## config.mk

```make
export PLATFORM = sky130hd
export DESIGN_NAME = fst_ctrl
export DESIGN_NICKNAME = d
export VERILOG_FILES = /design/src/sv/fst_pkg.sv /design/src/sv/fst_ctrl.sv
export SDC_FILE = /design/constraint.sdc
export NUM_CORES = 1
export LEC_CHECK = 0
export BUFFER_PORTS_ARGS = -buffer_cell sky130_fd_sc_hd__buf_2
export CORE_AREA = 2 2 39 41
export CTS_BUF_LIST = sky130_fd_sc_hd__clkbuf_4 sky130_fd_sc_hd__clkbuf_8
export DETAILED_ROUTE_END_ITERATION = 12
export DIE_AREA = 0 0 41 43
export PLACE_DENSITY = 0.3
export SETUP_SLACK_MARGIN = 0.2
export SYNTH_ARGS = -nofsm -noshare
export SYNTH_HDL_FRONTEND = slang
export SYNTH_SLANG_ARGS = --single-unit
```

## constraint.sdc

```tcl
create_clock -name i_clk -period 2.99 [get_ports i_clk]
set_input_delay 0.897 -clock i_clk [delete_from_list [all_inputs] [get_ports i_clk]]
set_output_delay 0.897 -clock i_clk [all_outputs]
set_load 0.005 [all_outputs]
```

## src/sv/fst_pkg.sv

```systemverilog
package fst_pkg;

    localparam int Capacity  = 256;
    localparam int KeyBits   = 16;
    localparam int CountBits = 32;
    localparam int IdxBits   = $clog2(Capacity);
    localparam int LenBits   = $clog2(Capacity + 1);

    localparam logic [1:0] ACT_ADD   = 2'd0;
    localparam logic [1:0] ACT_RANK  = 2'd1;
    localparam logic [1:0] ACT_ENTRY = 2'd2;
    localparam logic [1:0] ACT_PRUNE = 2'd3;

    typedef logic [KeyBits-1:0]   t_key;
    typedef logic [CountBits-1:0] t_count;
    typedef logic [IdxBits-1:0]   t_idx;
    typedef logic [LenBits-1:0]   t_len;

    // Controller to datapath
    typedef struct packed {
        logic capture;  // register the accepted item
        logic lookup;   // search cells and register findings
        logic update;   // apply increment, move, append or prune
        logic respond;  // load the output register
    } t_cmd;

    // Datapath to controller
    typedef struct packed {
        logic out_busy;
    } t_status;

endpackage

```

## src/sv/fst_ctrl.sv

```systemverilog
module fst_ctrl
    import fst_pkg::*;
(
    input  logic    i_clk,
    input  logic    i_rst_n,
    input  logic    i_valid,
    output logic    o_ready,
    input  t_status i_status,
    output t_cmd    o_cmd
);

    localparam logic [1:0] ST_IDLE   = 2'd0;
    localparam logic [1:0] ST_LOOKUP = 2'd1;
    localparam logic [1:0] ST_UPDATE = 2'd2;
    localparam logic [1:0] ST_RESP   = 2'd3;

    logic [1:0] r_state, n_state;

    assign o_ready = (r_state == ST_IDLE);

    // Step through lookup, update and response
    always_comb begin
        n_state = r_state;
        o_cmd = '0;
        case (r_state)
            ST_IDLE: begin
                if (i_valid) begin
                    o_cmd.capture = 1'b1;
                    n_state = ST_LOOKUP;
                end
            end
            ST_LOOKUP: begin
                o_cmd.lookup = 1'b1;
                n_state = ST_UPDATE;
            end
            ST_UPDATE: begin
                o_cmd.update = 1'b1;
                n_state = ST_RESP;
            end
            ST_RESP: begin
                if (!i_status.out_busy) begin
                    o_cmd.respond = 1'b1;
                    n_state = ST_IDLE;
                end
            end
            default: n_state = ST_IDLE;
        endcase
    end

    always_ff @(posedge i_clk) begin
        if (!i_rst_n) begin
            r_state <= ST_IDLE;
        end else begin
            r_state <= n_state;
        end
    end

endmodule

```

; ---- After elaboration in Yosys (flattened, before gate mapping)
; Cells that the tools add are included.
[op_classes]
shifts = 0
add_sub_neg = 0
n_lt_le_gt_ge = 0
mul = 0
n_mux = 9
div_mod_pow = 0
n_reduce_logical = 2
n_bitwise = 0
n_eq_ne = 5
[ops]
columns = op, count
row1 = $pmux W2 S4, 1
row2 = $mux W1, 6
row3 = $eq A2 B2 Y1 const B, 2
row4 = $mux W2, 2
row5 = $ne A2 B2 Y1 const B, 2
row6 = $eq A2 B1 Y1 const B, 1
row7 = $logic_not A2 Y1, 1
row8 = $reduce_and A2 Y1, 1
[word_totals]
elab_cells = 17
latch_bits = 0
ramBits = 0
romBits = 0
regBits = 2
in_bits = 4
output_inout_bits = 5
memories = 0

; ---- Logic depth before layout (Yosys ltp)
[logic_depth]
depth_word = 3
mapped_depth = 4
depth_no_buf = 4

; ---- Worst setup path after synthesis
; OpenSTA, ideal clock, no wires.
[synth_path]
path_type = input port to output port
from = in i_status
to = out o_cmd[0] (netlist name)
path_slack_ns = 1.001
required_time_ns = 2.093
path_buffers = 0
stages = 1
arrival_ns = 1.092
path_cell_list = and2b_2
[synth_via]
elab_chain_len = 2
[synth_lines]
columns = item, line_no
row1 = "start, declared", fst_ctrl.sv:8  ; input t_status i_status,
row2 = $mux W1, fst_ctrl.sv:41  ; if (!i_status.out_busy) begin
row3 = $mux W1, fst_ctrl.sv:25  ; case (r_state)
row4 = "end, declared", fst_ctrl.sv:9  ; output t_cmd o_cmd
; No other way between the ends.

==> impl_results.rst <==
.. list-table::
   :header-rows: 1

   * - Metric
     - Value
   * - Leak
     - 0.142 nW
   * - Average via count per standard cell
     - 3.52
   * - Die Ht
     - 43 um
   * - Number of flip-flops under the largest register name
     - 2
   * - Top cells by area, synth
     - sky130_fd_sc_hd__ha_1 (30%), sky130_fd_sc_hd__dfxtp_1 (24%), sky130_fd_sc_hd__a22oi_2 (7.6%)
   * - Kind of critical path
     - primary input to output pin
   * - Critical path cell sequence
     - buf_2 > and2b_2 > buf_2
   * - Unrepaired setup endpoints after global routing
     - false
   * - Initial antenna violation count
     - 0
   * - Number of clock sinks
     - 2
   * - Total number of nets in the final design
     - 38
   * - Buf/Inv on CP
     - 2
   * - Average wire length per cell after detail routing
     - around 8.0 um
   * - Maximum number of pins on one net before global-route repair
     - 5
   * - Top Registers
     - r_state: 2 flops
   * - Fin cells
     - 44
   * - IO Port Bufs
     - 8
   * - Number of setup buffers added after CTS
     - 0
   * - Count of hold buffers inserted by post-cts repair
     - 0
   * - Final hold violation count
     - 0
   * - CP arrival
     - 1340 ps
   * - Global-route total usage across every layer
     - 0.0531
   * - Total of endpoints with negative setup slack in the final report
     - 0
   * - Initial core utilization
     - 0.119
   * - Crit path top cell by count
     - sky130_fd_sc_hd__buf_2
   * - Die ar.
     - 0.00176 mm^2
   * - Delay-heaviest family, CP
     - buffers and inverters
   * - Placeable core region
     - 0.00138 mm^2
   * - Final Hold Slack
     - 512 ps
   * - Hold Path Class
     - register to register
   * - Time the final worst path needs with I/O delays and setup
     - 2230 ps
   * - CP endpoint kind
     - output pin
   * - Register-to-Register Path Depth
     - 4
   * - Sequential cell area
     - about 40 um^2
   * - Die width
     - 41 um
   * - Post-Syn Area
     - 165 um^2
   * - Fill cell instance count of the final layout
     - 161
   * - Highest achievable clock rate
     - 448 MHz
   * - Number of instances on the worst hold path
     - 2
   * - Post-layout util
     - 0.179
   * - Cell taking the most area after synthesis
     - sky130_fd_sc_hd__ha_1
   * - Final clock period utilization by the worst path
     - 0.747
   * - Worst VDD drop
     - 0.201 mV
   * - Distinct cell type count of the synthesized netlist
     - 10
   * - Total negative slack for setup checks
     - 0 ps
   * - Total non-filler cell area in the finished layout
     - approximately 250 um^2
   * - Gr ovfl total
     - 0
   * - Gp weighted congestion
     - 0.595
   * - Delay of the slowest cell on the worst path
     - between 200 and 250 ps
   * - Cell Area, Placed
     - ~230 um^2
   * - Multi-input logic area
     - ~110 um^2
   * - Leading cell type in the layout, fill and taps excluded
     - sky130_fd_sc_hd__buf_2
   * - Synthesized instance count
     - 17
   * - CTS Buf Count
     - 3
   * - Post-detailed-route DRC marker count
     - 0
   * - Max_cap viols
     - 0
   * - Number of vias in the routed layout
     - about 160
   * - Count of state elements after synthesis
     - 2
   * - Startpoint class of the critical path
     - primary input
   * - Required time at the endpoint of the critical path
     - 2090 ps
   * - Register with the highest flop count
     - r_state
   * - Worst setup path startpoint
     - i_status
   * - Top-area cell type share of the netlist area
     - 0.303
   * - Endpoint of the lowest-slack register-to-register path
     - r_state[0]
   * - Mean cell area of the mapped netlist
     - 9.72 um^2
   * - Setup skew after layout
     - approximately 2.8 ps
   * - Relative max-transition margin
     - 0.874
   * - Critical path's slowest cell
     - sky130_fd_sc_hd__and2b_2
   * - Dpl cells
     - 41
   * - Clock latency on the worst-skew pair
     - 220 ps
   * - Worst-Margin Slew
     - roughly 190 ps
   * - Antenna diode count
     - 0
   * - Fraction of final layout cells sized beyond drive strength 1
     - 0.464
   * - Initial DRC count
     - 2
   * - Crit Path Max Fanout
     - 3
   * - H-tree depth
     - 1
   * - Max Transition Viols Final
     - 0
   * - Register-to-Register Setup Slack
     - 1780 ps
   * - Number of detailed-route iterations in the first pass
     - 2
   * - Syn Nets
     - 25
   * - Boundary Pins
     - 9
   * - Vias in the first global route
     - 145
   * - Number of warnings reported in the yosys synthesis log
     - 0
   * - Wire length of the first global-routing pass
     - 586 um
   * - Detailed-placement wirelength estimate
     - about 280 um
   * - Result of the run
     - completed
   * - Cell row count
     - 14
   * - Area added between synthesis and finish
     - 50.0%
   * - Sequential area share after synthesis
     - 0.242
   * - TritonCTS clock tree
     - built
   * - Power density normalized to cell area
     - approximately 790 mW/mm^2
   * - Reg clk slew, reported paths
     - around 30 ps
   * - Sink of the worst hold path
     - r_state[1]
   * - Antenna Violating Nets Remaining
     - 0
   * - Hold wc startpoint
     - r_state[1]
   * - Root buf cell
     - sky130_fd_sc_hd__clkbuf_4
   * - CTS Buffer Depth
     - 2
   * - Routed wire length
     - 354 um
   * - Leading cell types in the layout, fill and taps excluded
     - sky130_fd_sc_hd__buf_2 (8), sky130_fd_sc_hd__ha_1 (4), sky130_fd_sc_hd__inv_1 (3), sky130_fd_sc_hd__clkbuf_4 (3)
   * - Reg-to-Reg Start
     - r_state[0]
   * - Post_cts resized
     - 0
logic make-up (layout without fill, tap and decap cells):
family,count (synthesis),after routing,share of synthesized area
buffers and inverters,3,14,0.0682
DFF,2,2,0.242
muxes,1,1,0.0606
adders and majority gates,4,4,0.303
AOI/OAI and AO/OA,3,3,0.189
and+or+nand+nor,4,4,0.136
power by group:
part	internal (mW)	leakage [nW]	switching [mW]
Combinational	0.0467	0.112	0.0423
Sequential	0.0369	0.0166	0.0102
Clock	0.0442	0.0138	0.0146
Total	0.128	0.142	0.0671
worst max path at each step:
stage / to / cells after the start
after global routing: o_cmd[0] / 3
after floorplan: o_cmd[0] / 1
after CTS: o_cmd[0] / 3
after detailed placement: o_cmd[0] / 3
final: o_cmd[0] / 3
after global placement: o_cmd[0] / 3
per-layer routing:
layer	vias to the layer above	wire [um]	global-route usage
met3	0	45	0.0314
li1	79	-	-
met1	68	165	0.0573
met5	-	0	0
met2	8	143	0.0625
met4	0	0	0.0600
stage by stage:
stage / total power [mW] / setup WS, ps
6_report: 0.195 / 758
3_3_place_gp: 0.138 / 773
5_1_grt: 0.220 / 727
3_5_place_dp: 0.139 / 754
4_1_cts: 0.202 / 753
2_1_floorplan: 0.106 / 1000
cell usage after synthesis:
cell type	number
sky130_fd_sc_hd__a211o_1	1
sky130_fd_sc_hd__a22oi_2	1
sky130_fd_sc_hd__and2_1	1
sky130_fd_sc_hd__and2b_2	1
sky130_fd_sc_hd__dfxtp_1	2
sky130_fd_sc_hd__ha_1	4
sky130_fd_sc_hd__inv_1	3
sky130_fd_sc_hd__mux2i_1	1
sky130_fd_sc_hd__nand2_1	2
sky130_fd_sc_hd__o211a_1	1
worst min-delay path, stage by stage (launching register included):
cell                      delay [ps]
sky130_fd_sc_hd__dfxtp_1         320
sky130_fd_sc_hd__nand2_1          70
sky130_fd_sc_hd__mux2i_1          60
area by class of cell:
cell class,instances,share of cell area
clock buffers,3,0.0909
inverters,3,0.0455
multi-input cells,12,0.460
flip-flops and latches,2,0.162
well taps,16,0.0808
repair buffers,8,0.162
No activity file was read; power rests on OpenSTA's default activity.
